--- config.mk ---
export PLATFORM = sky130hd
export DESIGN_NAME = pi_back_calculation_antiwindup_core_flat
export DESIGN_NICKNAME = d
export VERILOG_FILES = /design/src/hdl/pibcaw_pkg.sv /design/src/hdl/pibcaw_if.sv /design/src/hdl/pibcaw_regs.sv /design/src/hdl/pibcaw_ctrl.sv /design/src/hdl/pibcaw_datapath.sv /design/src/hdl/pi_back_calculation_antiwindup_core.sv /design/src/flat_wrapper.sv
export SDC_FILE = /design/constraint.sdc
export NUM_CORES = 2
export LEC_CHECK = 0
export BUFFER_PORTS_ARGS = -buffer_cell sky130_fd_sc_hd__buf_2
export CAP_MARGIN = 20
export CORE_MARGIN = 4
export CORE_UTILIZATION = 43
export DETAILED_ROUTE_END_ITERATION = 8
export HOLD_SLACK_MARGIN = 0.06
export PLACE_DENSITY_LB_ADDON = 0.25
export SYNTH_ARGS = -nofsm -noshare
export SYNTH_HDL_FRONTEND = slang
export SYNTH_SLANG_ARGS = --single-unit
--- constraint.sdc ---
create_clock -name clock -period 12.7 [get_ports clock]
set_clock_uncertainty 0.15 [all_clocks]
set_input_delay 0.635 -clock clock [delete_from_list [all_inputs] [get_ports clock]]
set_output_delay 0.635 -clock clock [all_outputs]
set_load 0.01 [all_outputs]
--- src/hdl/pibcaw_pkg.sv ---
// Shared types and constants for the PI regulator with back-calculation anti-windup.
// Holds the codes and controller/datapath command structs; it depends on nothing else.
package pibcaw_pkg;

   localparam int DEFAULT_SIGNAL_WIDTH  = 16;
   localparam int DEFAULT_FRACTION_BITS = 16;

   // Fixed field widths.
   localparam int GAIN_WIDTH     = 16;
   localparam int RAW_WIDTH      = 25;
   localparam int OP_WIDTH       = 2;
   localparam int STATUS_WIDTH   = 2;
   localparam int CSR_INDEX_W    = 3;
   localparam int ACC_GUARD_BITS = 8;
   // Fraction bits of kp (Q8.8) and of the Q0.16 step gains.
   localparam int KP_FRAC_BITS   = 8;
   localparam int STEP_FRAC_BITS = 16;

   localparam logic [OP_WIDTH-1:0] OP_UPDATE = 2'd0;
   localparam logic [OP_WIDTH-1:0] OP_TRACK  = 2'd1;
   localparam logic [OP_WIDTH-1:0] OP_RESET  = 2'd2;

   localparam logic [STATUS_WIDTH-1:0] STATUS_OK       = 2'd0;
   localparam logic [STATUS_WIDTH-1:0] STATUS_OVERFLOW = 2'd1;
   localparam logic [STATUS_WIDTH-1:0] STATUS_INVALID  = 2'd2;

   localparam logic [CSR_INDEX_W-1:0] CSR_PROP_GAIN     = 3'd0;
   localparam logic [CSR_INDEX_W-1:0] CSR_INTEGRAL_STEP = 3'd1;
   localparam logic [CSR_INDEX_W-1:0] CSR_WINDUP_STEP   = 3'd2;
   localparam logic [CSR_INDEX_W-1:0] CSR_LIMIT_LOW     = 3'd3;
   localparam logic [CSR_INDEX_W-1:0] CSR_LIMIT_HIGH    = 3'd4;

   typedef enum logic [2:0] {
      ST_IDLE,
      ST_MUL_I,
      ST_MUL_W,
      ST_TRK_MUL,
      ST_FINISH
   } ctrl_state_type;

   // Operand pair for the shared multiplier.
   typedef enum logic [1:0] {
      MUL_PROP,
      MUL_INTEG,
      MUL_WINDUP_UPD,
      MUL_WINDUP_TRK
   } mul_sel_type;

   // How a request is retired.
   typedef enum logic [2:0] {
      FIN_NONE,
      FIN_UPDATE,
      FIN_TRACK_ACC,
      FIN_TRACK_SET,
      FIN_RESET,
      FIN_INVALID,
      FIN_NOP
   } fin_kind_type;

   typedef struct packed {
      logic         capture;
      logic         mul_en;
      mul_sel_type  mul_sel;
      logic         latch_sum;
      logic         load_acc;
      logic         add_term;
      fin_kind_type finish;
   } dp_cmd_type;

   typedef struct packed {
      logic limits_invalid;
      logic windup_zero;
   } dp_status_type;

endpackage

--- src/hdl/pibcaw_if.sv ---
// Request and response channel interfaces of the PI regulator.
// Valid/ready handshake with payload; depends on nothing but plain logic types.
interface pibcaw_req_if #(parameter int SIGNAL_WIDTH = 16);
   logic                           valid;
   logic                           ready;
   logic [1:0]                     operation;
   logic signed [SIGNAL_WIDTH-1:0] sample_value;

   modport source (output valid, output operation, output sample_value, input ready);
   modport sink   (input valid, input operation, input sample_value, output ready);
endinterface

interface pibcaw_rsp_if #(parameter int SIGNAL_WIDTH = 16);
   logic                           valid;
   logic                           ready;
   logic signed [SIGNAL_WIDTH-1:0] drive_value;
   logic signed [24:0]             raw_drive;
   logic [1:0]                     status;

   modport source (output valid, output drive_value, output raw_drive, output status,
                   input ready);
   modport sink   (input valid, input drive_value, input raw_drive, input status,
                   output ready);
endinterface

--- src/hdl/pibcaw_regs.sv ---
// Configuration register file of the PI regulator: gains and output limits.
// Uses pibcaw_pkg for register indexes and field widths.
module pibcaw_regs
   import pibcaw_pkg::*;
#(
   parameter int SIGNAL_WIDTH = DEFAULT_SIGNAL_WIDTH,
   parameter int CSR_DATA_W   = GAIN_WIDTH
) (
   input  logic                           clock,
   input  logic                           reset,
   input  logic                           csr_write_en,
   input  logic [CSR_INDEX_W-1:0]         csr_index,
   input  logic [CSR_DATA_W-1:0]          csr_write_data,
   output logic [GAIN_WIDTH-1:0]          prop_gain,
   output logic [GAIN_WIDTH-1:0]          integral_step,
   output logic [GAIN_WIDTH-1:0]          windup_step,
   output logic signed [SIGNAL_WIDTH-1:0] limit_low,
   output logic signed [SIGNAL_WIDTH-1:0] limit_high
);

   logic [GAIN_WIDTH-1:0]          prop_gain_ff;
   logic [GAIN_WIDTH-1:0]          integral_step_ff;
   logic [GAIN_WIDTH-1:0]          windup_step_ff;
   logic signed [SIGNAL_WIDTH-1:0] limit_low_ff;
   logic signed [SIGNAL_WIDTH-1:0] limit_high_ff;

   always_ff @(posedge clock) begin
      if (reset) begin
         prop_gain_ff     <= '0;
         integral_step_ff <= '0;
         windup_step_ff   <= '0;
         limit_low_ff     <= {1'b1, {(SIGNAL_WIDTH-1){1'b0}}};
         limit_high_ff    <= {1'b0, {(SIGNAL_WIDTH-1){1'b1}}};
      end else if (csr_write_en) begin
         unique case (csr_index)
            CSR_PROP_GAIN:     prop_gain_ff     <= csr_write_data[GAIN_WIDTH-1:0];
            CSR_INTEGRAL_STEP: integral_step_ff <= csr_write_data[GAIN_WIDTH-1:0];
            CSR_WINDUP_STEP:   windup_step_ff   <= csr_write_data[GAIN_WIDTH-1:0];
            CSR_LIMIT_LOW:     limit_low_ff     <= csr_write_data[SIGNAL_WIDTH-1:0];
            CSR_LIMIT_HIGH:    limit_high_ff    <= csr_write_data[SIGNAL_WIDTH-1:0];
            default: begin
            end
         endcase
      end
   end

   assign prop_gain     = prop_gain_ff;
   assign integral_step = integral_step_ff;
   assign windup_step   = windup_step_ff;
   assign limit_low     = limit_low_ff;
   assign limit_high    = limit_high_ff;

endmodule

--- src/hdl/pibcaw_ctrl.sv ---
// Sequencing controller of the PI regulator: request intake, multiplier schedule
// and response valid. Uses pibcaw_pkg for state, command and status types.
module pibcaw_ctrl
   import pibcaw_pkg::*;
(
   input  logic                clock,
   input  logic                reset,
   input  logic                req_valid,
   input  logic [OP_WIDTH-1:0] req_operation,
   output logic                req_ready,
   output logic                rsp_valid,
   input  logic                rsp_ready,
   input  dp_status_type       dp_status,
   output dp_cmd_type          dp_cmd
);

   ctrl_state_type state_ff, state_in;
   fin_kind_type   fin_kind_ff, fin_kind_in;
   logic           rsp_valid_ff, rsp_valid_in;
   logic           out_free;

   assign out_free = !rsp_valid_ff || rsp_ready;

   always_ff @(posedge clock) begin
      if (reset) begin
         state_ff     <= ST_IDLE;
         fin_kind_ff  <= FIN_NONE;
         rsp_valid_ff <= 1'b0;
      end else begin
         state_ff     <= state_in;
         fin_kind_ff  <= fin_kind_in;
         rsp_valid_ff <= rsp_valid_in;
      end
   end

   always_comb begin
      state_in          = state_ff;
      fin_kind_in       = fin_kind_ff;
      rsp_valid_in      = rsp_valid_ff && !rsp_ready;
      req_ready         = 1'b0;
      dp_cmd.capture    = 1'b0;
      dp_cmd.mul_en     = 1'b0;
      dp_cmd.mul_sel    = MUL_PROP;
      dp_cmd.latch_sum  = 1'b0;
      dp_cmd.load_acc   = 1'b0;
      dp_cmd.add_term   = 1'b0;
      dp_cmd.finish     = FIN_NONE;

      unique case (state_ff)
         ST_IDLE: begin
            req_ready = 1'b1;
            if (req_valid) begin
               // The proportional product is started on the accepted sample itself.
               dp_cmd.capture = 1'b1;
               dp_cmd.mul_en  = 1'b1;
               dp_cmd.mul_sel = MUL_PROP;
               if (dp_status.limits_invalid) begin
                  fin_kind_in = FIN_INVALID;
                  state_in    = ST_FINISH;
               end else begin
                  priority if (req_operation == OP_UPDATE) begin
                     fin_kind_in = FIN_UPDATE;
                     state_in    = ST_MUL_I;
                  end else if (req_operation == OP_TRACK) begin
                     if (dp_status.windup_zero) begin
                        fin_kind_in = FIN_TRACK_SET;
                        state_in    = ST_FINISH;
                     end else begin
                        fin_kind_in = FIN_TRACK_ACC;
                        state_in    = ST_TRK_MUL;
                     end
                  end else if (req_operation == OP_RESET) begin
                     fin_kind_in = FIN_RESET;
                     state_in    = ST_FINISH;
                  end else begin
                     fin_kind_in = FIN_NOP;
                     state_in    = ST_FINISH;
                  end
               end
            end
         end
         ST_MUL_I: begin
            dp_cmd.mul_en    = 1'b1;
            dp_cmd.mul_sel   = MUL_INTEG;
            dp_cmd.latch_sum = 1'b1;
            dp_cmd.load_acc  = 1'b1;
            state_in         = ST_MUL_W;
         end
         ST_MUL_W: begin
            dp_cmd.mul_en   = 1'b1;
            dp_cmd.mul_sel  = MUL_WINDUP_UPD;
            dp_cmd.add_term = 1'b1;
            state_in        = ST_FINISH;
         end
         ST_TRK_MUL: begin
            dp_cmd.mul_en   = 1'b1;
            dp_cmd.mul_sel  = MUL_WINDUP_TRK;
            dp_cmd.load_acc = 1'b1;
            state_in        = ST_FINISH;
         end
         ST_FINISH: begin
            // Retire only when the response register can take the result.
            if (out_free) begin
               dp_cmd.finish = fin_kind_ff;
               rsp_valid_in  = 1'b1;
               state_in      = ST_IDLE;
            end
         end
         default: begin
            state_in = ST_IDLE;
         end
      endcase
   end

   assign rsp_valid = rsp_valid_ff;

endmodule

--- src/hdl/pibcaw_datapath.sv ---
// Arithmetic datapath of the PI regulator: shared multiplier, integral, clamp
// and response registers. Uses pibcaw_pkg for command, status and code constants.
module pibcaw_datapath
   import pibcaw_pkg::*;
#(
   parameter int SIGNAL_WIDTH  = DEFAULT_SIGNAL_WIDTH,
   parameter int FRACTION_BITS = DEFAULT_FRACTION_BITS
) (
   input  logic                           clock,
   input  logic                           reset,
   input  dp_cmd_type                     dp_cmd,
   output dp_status_type                  dp_status,
   input  logic signed [SIGNAL_WIDTH-1:0] req_sample,
   input  logic [GAIN_WIDTH-1:0]          prop_gain,
   input  logic [GAIN_WIDTH-1:0]          integral_step,
   input  logic [GAIN_WIDTH-1:0]          windup_step,
   input  logic signed [SIGNAL_WIDTH-1:0] limit_low,
   input  logic signed [SIGNAL_WIDTH-1:0] limit_high,
   output logic signed [SIGNAL_WIDTH-1:0] rsp_drive,
   output logic signed [RAW_WIDTH-1:0]    rsp_raw,
   output logic [STATUS_WIDTH-1:0]        rsp_status
);

   localparam int ACC_W   = SIGNAL_WIDTH + FRACTION_BITS + ACC_GUARD_BITS;
   localparam int DIFF_W  = SIGNAL_WIDTH + 11;
   localparam int PROD_W  = GAIN_WIDTH + 1 + DIFF_W;
   localparam int SUM_W   = ACC_W + 2;
   localparam int UNSAT_W = SUM_W - FRACTION_BITS;
   localparam int NEXT_W  = ACC_W + 4;
   localparam int KP_SHIFT = FRACTION_BITS - KP_FRAC_BITS;
   // Signed zero, so that limit comparisons against it stay signed.
   localparam logic signed [SIGNAL_WIDTH-1:0] ZERO_DRIVE = '0;

   logic signed [SIGNAL_WIDTH-1:0] x_ff;
   logic signed [PROD_W-1:0]       prod_ff;
   logic signed [UNSAT_W-1:0]      unsat_ff;
   logic signed [SIGNAL_WIDTH-1:0] lim_ff;
   logic signed [NEXT_W-1:0]       next_ff;
   logic signed [ACC_W-1:0]        acc_ff, acc_in;
   logic signed [SIGNAL_WIDTH-1:0] last_ff, last_in;
   logic signed [SIGNAL_WIDTH-1:0] drive_ff;
   logic signed [RAW_WIDTH-1:0]    raw_ff, raw_in;
   logic [STATUS_WIDTH-1:0]        status_ff, status_in;

   logic [GAIN_WIDTH-1:0]          mul_a;
   logic signed [DIFF_W-1:0]       mul_b;
   logic signed [PROD_W-1:0]       mul_p;
   logic signed [SUM_W-1:0]        p_ext, sum;
   logic signed [UNSAT_W-1:0]      unsat_now, low_ext, high_ext;
   logic signed [SIGNAL_WIDTH-1:0] lim_now, clamp_zero;
   logic signed [NEXT_W-1:0]       term, total;
   logic                           fits;

   assign dp_status.limits_invalid = limit_low >= limit_high;
   assign dp_status.windup_zero    = windup_step == '0;

   // Operand selection for the one multiplier shared by all three products.
   always_comb begin
      mul_a = prop_gain;
      mul_b = DIFF_W'(req_sample);
      unique case (dp_cmd.mul_sel)
         MUL_PROP: begin
            mul_a = prop_gain;
            mul_b = DIFF_W'(req_sample);
         end
         MUL_INTEG: begin
            mul_a = integral_step;
            mul_b = DIFF_W'(x_ff);
         end
         MUL_WINDUP_UPD: begin
            mul_a = windup_step;
            mul_b = DIFF_W'(lim_ff) - DIFF_W'(unsat_ff);
         end
         MUL_WINDUP_TRK: begin
            mul_a = windup_step;
            mul_b = DIFF_W'(x_ff) - DIFF_W'(last_ff);
         end
      endcase
   end

   assign mul_p = $signed({1'b0, mul_a}) * mul_b;

   // Proportional term plus integral; the unsaturated output is the floor of
   // the sum, which is simply its integer bits.
   assign p_ext     = SUM_W'(prod_ff) <<< KP_SHIFT;
   assign sum       = p_ext + SUM_W'(acc_ff);
   assign unsat_now = sum[SUM_W-1:FRACTION_BITS];
   assign low_ext   = UNSAT_W'(limit_low);
   assign high_ext  = UNSAT_W'(limit_high);

   always_comb begin
      if (unsat_now < low_ext) begin
         lim_now = limit_low;
      end else if (unsat_now > high_ext) begin
         lim_now = limit_high;
      end else begin
         lim_now = unsat_now[SIGNAL_WIDTH-1:0];
      end
   end

   always_comb begin
      if (limit_low > ZERO_DRIVE) begin
         clamp_zero = limit_low;
      end else if (limit_high < ZERO_DRIVE) begin
         clamp_zero = limit_high;
      end else begin
         clamp_zero = '0;
      end
   end

   // Q0.16 step products moved to the integral's fraction; a right shift
   // rounds toward minus infinity.
   generate
      if (FRACTION_BITS >= STEP_FRAC_BITS) begin : g_scale_up
         assign term = NEXT_W'(prod_ff) <<< (FRACTION_BITS - STEP_FRAC_BITS);
      end else begin : g_scale_down
         assign term = NEXT_W'(prod_ff >>> (STEP_FRAC_BITS - FRACTION_BITS));
      end
   endgenerate

   assign total = next_ff + term;
   assign fits  = (&total[NEXT_W-1:ACC_W-1]) || !(|total[NEXT_W-1:ACC_W-1]);

   always_ff @(posedge clock) begin
      if (dp_cmd.capture) begin
         x_ff <= req_sample;
      end
      if (dp_cmd.mul_en) begin
         prod_ff <= mul_p;
      end
      if (dp_cmd.latch_sum) begin
         unsat_ff <= unsat_now;
         lim_ff   <= lim_now;
      end
      if (dp_cmd.load_acc) begin
         next_ff <= NEXT_W'(acc_ff);
      end else if (dp_cmd.add_term) begin
         next_ff <= total;
      end
   end

   // Retirement: updates and nonzero-step tracks commit only when the integral fits.
   always_comb begin
      acc_in    = acc_ff;
      last_in   = last_ff;
      raw_in    = '0;
      status_in = STATUS_OK;
      unique case (dp_cmd.finish)
         FIN_UPDATE: begin
            if (fits) begin
               acc_in  = total[ACC_W-1:0];
               last_in = lim_ff;
               raw_in  = RAW_WIDTH'(unsat_ff);
            end else begin
               status_in = STATUS_OVERFLOW;
            end
         end
         FIN_TRACK_ACC: begin
            if (fits) begin
               acc_in  = total[ACC_W-1:0];
               last_in = x_ff;
            end else begin
               status_in = STATUS_OVERFLOW;
            end
         end
         FIN_TRACK_SET: begin
            last_in = x_ff;
         end
         FIN_RESET: begin
            acc_in  = '0;
            last_in = clamp_zero;
         end
         FIN_INVALID: begin
            status_in = STATUS_INVALID;
         end
         default: begin
         end
      endcase
   end

   always_ff @(posedge clock) begin
      if (reset) begin
         acc_ff  <= '0;
         last_ff <= '0;
      end else begin
         acc_ff  <= acc_in;
         last_ff <= last_in;
      end
   end

   always_ff @(posedge clock) begin
      if (dp_cmd.finish != FIN_NONE) begin
         drive_ff  <= last_in;
         raw_ff    <= raw_in;
         status_ff <= status_in;
      end
   end

   assign rsp_drive  = drive_ff;
   assign rsp_raw    = raw_ff;
   assign rsp_status = status_ff;

endmodule

--- src/hdl/pi_back_calculation_antiwindup_core.sv ---
// Top level of the fixed-point PI regulator with back-calculation anti-windup.
// Depends on pibcaw_pkg, the channel interfaces, pibcaw_regs, pibcaw_ctrl and pibcaw_datapath.

// Each request is an update (the sample is the control error), a tracking request
// (the sample is the output actually applied) or a state reset, and produces exactly
// one response with the limited drive value, the unsaturated drive on a successful
// update and a status code. All three products share one 17 x (SIGNAL_WIDTH+11) bit
// multiplier with a register at its output. An update runs the proportional,
// integral and anti-windup products and then the integral commit; a tracking
// request with a nonzero anti-windup step runs its anti-windup product and then
// the commit, and every other request goes straight to its commit. The block takes
// one request at a time; a new request is accepted as soon as the previous one has
// reached the response register, even while that response still waits for rsp
// ready, and it then holds at its final step until the response register is free.
// When the limits are inconsistent (limit_low not below limit_high) or the new
// integral would leave its range, the state is left untouched and the status
// reports it. Write the configuration registers only while no request is in flight.
module pi_back_calculation_antiwindup_core
   import pibcaw_pkg::*;
#(
   parameter int SIGNAL_WIDTH  = DEFAULT_SIGNAL_WIDTH,
   parameter int FRACTION_BITS = DEFAULT_FRACTION_BITS,
   parameter int CSR_DATA_W    = (SIGNAL_WIDTH > GAIN_WIDTH) ? SIGNAL_WIDTH : GAIN_WIDTH
) (
   input  logic                   clock,
   input  logic                   reset,
   pibcaw_req_if.sink             req_chan,
   pibcaw_rsp_if.source           rsp_chan,
   input  logic                   csr_write_en,
   input  logic [CSR_INDEX_W-1:0] csr_index,
   input  logic [CSR_DATA_W-1:0]  csr_write_data
);

   logic [GAIN_WIDTH-1:0]          prop_gain;
   logic [GAIN_WIDTH-1:0]          integral_step;
   logic [GAIN_WIDTH-1:0]          windup_step;
   logic signed [SIGNAL_WIDTH-1:0] limit_low;
   logic signed [SIGNAL_WIDTH-1:0] limit_high;
   dp_cmd_type                     dp_cmd;
   dp_status_type                  dp_status;

   // Gains and limits, written through the plain CSR port.
   pibcaw_regs #(
      .SIGNAL_WIDTH (SIGNAL_WIDTH),
      .CSR_DATA_W   (CSR_DATA_W)
   ) u_regs (
      .clock          (clock),
      .reset          (reset),
      .csr_write_en   (csr_write_en),
      .csr_index      (csr_index),
      .csr_write_data (csr_write_data),
      .prop_gain      (prop_gain),
      .integral_step  (integral_step),
      .windup_step    (windup_step),
      .limit_low      (limit_low),
      .limit_high     (limit_high)
   );

   // The controller owns both handshakes and schedules the shared multiplier.
   pibcaw_ctrl u_ctrl (
      .clock         (clock),
      .reset         (reset),
      .req_valid     (req_chan.valid),
      .req_operation (req_chan.operation),
      .req_ready     (req_chan.ready),
      .rsp_valid     (rsp_chan.valid),
      .rsp_ready     (rsp_chan.ready),
      .dp_status     (dp_status),
      .dp_cmd        (dp_cmd)
   );

   // The datapath holds the integral, the last drive and the response payload.
   pibcaw_datapath #(
      .SIGNAL_WIDTH  (SIGNAL_WIDTH),
      .FRACTION_BITS (FRACTION_BITS)
   ) u_datapath (
      .clock         (clock),
      .reset         (reset),
      .dp_cmd        (dp_cmd),
      .dp_status     (dp_status),
      .req_sample    (req_chan.sample_value),
      .prop_gain     (prop_gain),
      .integral_step (integral_step),
      .windup_step   (windup_step),
      .limit_low     (limit_low),
      .limit_high    (limit_high),
      .rsp_drive     (rsp_chan.drive_value),
      .rsp_raw       (rsp_chan.raw_drive),
      .rsp_status    (rsp_chan.status)
   );

endmodule

--- src/flat_wrapper.sv ---
// flat-port wrapper written by rule: the top's interface ports become plain ports
module pi_back_calculation_antiwindup_core_flat import pibcaw_pkg::*;
#(
   parameter int SIGNAL_WIDTH  = DEFAULT_SIGNAL_WIDTH,
   parameter int FRACTION_BITS = DEFAULT_FRACTION_BITS,
   parameter int CSR_DATA_W    = (SIGNAL_WIDTH > GAIN_WIDTH) ? SIGNAL_WIDTH : GAIN_WIDTH
)
  (clock, reset, csr_write_en, csr_index, csr_write_data, req_chan_valid, req_chan_operation, req_chan_sample_value, req_chan_ready, rsp_chan_valid, rsp_chan_drive_value, rsp_chan_raw_drive, rsp_chan_status, rsp_chan_ready);
  pibcaw_req_if #(.SIGNAL_WIDTH(SIGNAL_WIDTH)) req_chan_i ();
  pibcaw_rsp_if #(.SIGNAL_WIDTH(SIGNAL_WIDTH)) rsp_chan_i ();
  input  logic clock;
  input  logic reset;
  input  logic csr_write_en;
  input  logic [CSR_INDEX_W-1:0] csr_index;
  input  logic [CSR_DATA_W-1:0] csr_write_data;
  input wire logic [$bits(req_chan_i.valid)-1:0] req_chan_valid;
  input wire logic [$bits(req_chan_i.operation)-1:0] req_chan_operation;
  input wire logic [$bits(req_chan_i.sample_value)-1:0] req_chan_sample_value;
  output wire logic [$bits(req_chan_i.ready)-1:0] req_chan_ready;
  output wire logic [$bits(rsp_chan_i.valid)-1:0] rsp_chan_valid;
  output wire logic [$bits(rsp_chan_i.drive_value)-1:0] rsp_chan_drive_value;
  output wire logic [$bits(rsp_chan_i.raw_drive)-1:0] rsp_chan_raw_drive;
  output wire logic [$bits(rsp_chan_i.status)-1:0] rsp_chan_status;
  input wire logic [$bits(rsp_chan_i.ready)-1:0] rsp_chan_ready;
  assign req_chan_i.valid = req_chan_valid;
  assign req_chan_i.operation = req_chan_operation;
  assign req_chan_i.sample_value = req_chan_sample_value;
  assign req_chan_ready = req_chan_i.ready;
  assign rsp_chan_valid = rsp_chan_i.valid;
  assign rsp_chan_drive_value = rsp_chan_i.drive_value;
  assign rsp_chan_raw_drive = rsp_chan_i.raw_drive;
  assign rsp_chan_status = rsp_chan_i.status;
  assign rsp_chan_i.ready = rsp_chan_ready;
  pi_back_calculation_antiwindup_core #(.SIGNAL_WIDTH(SIGNAL_WIDTH), .FRACTION_BITS(FRACTION_BITS), .CSR_DATA_W(CSR_DATA_W)) u_core (.clock(clock), .reset(reset), .req_chan(req_chan_i), .rsp_chan(rsp_chan_i), .csr_write_en(csr_write_en), .csr_index(csr_index), .csr_write_data(csr_write_data));
endmodule
==> results.json <==
{
  "layout_min_cycle_time_ps": 10460,
  "whs_ps": 148,
  "p_switching_mw": 1.47,
  "path_class": "flop to flop",
  "min_path_type": "input pin to flop",
  "endpoint_kind": "flop",
  "cts_max_path_buffers": 3,
  "avgSynthCellArea_um2": 8.77,
  "grt_overflow": 0,
  "critPathSlowestCell": "a2bb2oi_1",
  "hold_viol": 0,
  "synth_top_area_share": 0.233,
  "arrival_ps": 10600,
  "crit_required_ps": 12850,
  "synth_flop_cell": "edfxtp_1",
  "worst_pin_slew_ps": 1240,
  "clockPowerShare": 0.306,
  "htree_levels": 2,
  "dieWidth_um": 298,
  "combPwrFrac": 0.357,
  "critPathLaunchType": "flop",
  "rsz0062_at_grt": "false",
  "timing.max_cap.violations": 0,
  "final_nets": 4904,
  "ys_top_cells_by_area": "fa_1, edfxtp_1, ha_1",
  "path_delay_family": "adder cells",
  "grt_usage": 0.257,
  "ys_seq_elements": 332,
  "layout_commonest_cell": "nand2_1",
  "cp_max_fo": 9,
  "p_leak_nw": 18.2,
  "row_count": 106,
  "post-route-drc-count": 0,
  "hold_buffers": 0,
  "grt_pass1_vias": 29514,
  "antenna_left": 0,
  "post-cts-setup-buffers": 0,
  "netlist_instances": 4124,
  "power.ir.vdd_worst_mv": 0.0926,
  "slew_viol_final": 0,
  "syn-num-nets": 4879,
  "fmax_mhz": 95.6,
  "grt_max_degree": 51,
  "p_seq_frac": 0.337,
  "cts_resized": 0,
  "ios": 87,
  "drive_gt1_frac": 0.0608,
  "vias_per_cell": 5.71,
  "cts_sinks": 332,
  "drtPass1Iterations": 9,
  "start_util": 0.433,
  "grt_pass1_wl_mm": 177,
  "antenna_found_initial": 3,
  "numCtsBuffers": 40,
  "vias": 30043,
  "slew_headroom": 0.174,
  "finalCritPeriodShare": 0.823,
  "routedWlPerCell_um": 21.7,
  "dieArea_um2": 88900,
  "core_area_um2": 83600,
  "place.gp.congestion": 0.937,
  "synth-edff-count": 189,
  "outcome": "complete, no violations",
  "die_y_um": 298,
  "dp_hpwl_mm": 91.1,
  "synthToLayoutAreaGrowth_pct": 8.33,
  "ys_warn_count": 0,
  "clk_latency_ps": 580,
  "layout_common_cells": "nand2_1, inv_1, fa_1",
  "cts_tree": "done",
  "slowest_delay_ps": 710,
  "power_density_nw_per_um2": 101,
  "synth_cell_type_count": 83,
  "critPathMostFrequentCell": "fa_1",
  "drt_wl_total_mm": 114,
  "p_int_mw": 2.48,
  "regToRegSetupSlack_ps": 2240,
  "synth_top_area_cell": "fa_1",
  "drtIter0Drc": 2923,
  "p_sw_frac": 0.372,
  "setup_viol": 0,
  "yosysSeqAreaShare": 0.236,
  "cts.clk_slew.worst_paths_ps": 60,
  "async_reset_ff_frac": 0,
  "synthesis.area_um2": 36200,
  "clock-root-buffer": "clkbuf_16",
  "fin_setup_tns_ps": 0,
  "cp_num_buf_inv": 5,
  "io_buffer_count": 86,
  "n_fill_cell": 8192
}
cell families (layout without fill, tap and decap cells):
logic type | Yosys count | count (layout) | synth area share
adders and majority gates | 713 | 713 | 0.334
other | 0 | 1 | 0
xor gates and xnor gates | 107 | 107 | 0.0259
muxes | 34 | 34 | 0.00947
and+or+nand+nor | 1256 | 1256 | 0.156
AOI/OAI and AO/OA | 922 | 922 | 0.159
DFF | 332 | 332 | 0.236
buffers and inverters | 760 | 817 | 0.0796
Yosys cell counts (all sizes together) (8+ instances only):
cell and n:
a21boi 14, inv 601, o211ai 30, nor2 235, nor3 47, and4 8, nand3b 18, a22oi 21
o21bai 14, o2111ai 8, o31ai 9, dfxtp 143, a31oi 26, clkbuf 130, a21oi 366, a211oi 23
nor2b 30, or2 8, edfxtp 189, a221o 16, o21a 45, nand2 613, nand2b 22, o221a 10
o22a 9, mux2i 32, nand3 85, a21o 83, nand4 29, xor2 37, buf 26, o21ai 188
xnor2 70, or3 23, ha 291, and2 78, and3 31, nor4 18, fa 422
power by group through the flow:
stage	registers [mW]	clock network [mW]	logic, mW
2_1_floorplan	1.31	0	0.999
4_1_cts	1.33	1.23	1.39
3_3_place_gp	1.35	0	1.36
6_report	1.33	1.21	1.41
3_5_place_dp	1.35	0	1.38
5_1_grt	1.34	1.27	1.57
flip-flops by register name (all words and copies together), names as in the netlist, 25 cells and up:
signal                      cells
u_core.u_datapath.unsat_ff     26
u_core.u_datapath.acc_ff       40
u_core.u_datapath.prod_ff      44
u_core.u_datapath.next_ff      44
u_core.u_datapath.rsp_raw      25
through the flow:
step / utilization / std cells / setup WS [ps] / cell area [um2] / power [mW]
2_1_floorplan: - / 4124 / 2940 / 36200 / 2.31
3_3_place_gp: 0.452 / 5184 / 2480 / 37800 / 2.72
3_5_place_dp: 0.452 / 5184 / 2360 / 37800 / 2.73
4_1_cts: 0.469 / 5258 / 2320 / 39200 / 3.95
5_1_grt: 0.469 / 5261 / 1420 / 39200 / 4.18
6_report: 0.469 / 5262 / 2240 / 39200 / 3.95
per-layer routing:
layer,track usage,share of wire,up-vias
li1,-,-,13832
met1,0.360,0.43,14718
met2,0.407,0.44,1273
met3,0.0520,0.093,218
met4,0.0722,0.032,2
met5,0,0.00011,-
final timing paths:
kind         cells past startpoint                             to                   startpoint
max                             36  u_core.u_datapath.prod_ff[43]    u_core.u_datapath.x_ff[0]
min                              1      u_core.u_datapath.x_ff[2]     req_chan_sample_value[2]
max reg2reg                     36  u_core.u_datapath.prod_ff[43]    u_core.u_datapath.x_ff[0]
min reg2reg                      2    u_core.u_datapath.acc_ff[6]  u_core.u_datapath.acc_ff[6]
cell type report:
type                    count  area [um2]  share of cell area
well taps                1080        1350              0.0345
diodes                      1        2.50           0.0000638
clock buffers              52        1120              0.0285
repair buffers            139         845              0.0215
flip-flops and latches    332        8540               0.218
clock inverters            22         259             0.00661
multi-input cells        3032       24800               0.633
inverters                 604        2270              0.0578
No activity file was read; power rests on OpenSTA's default activity.
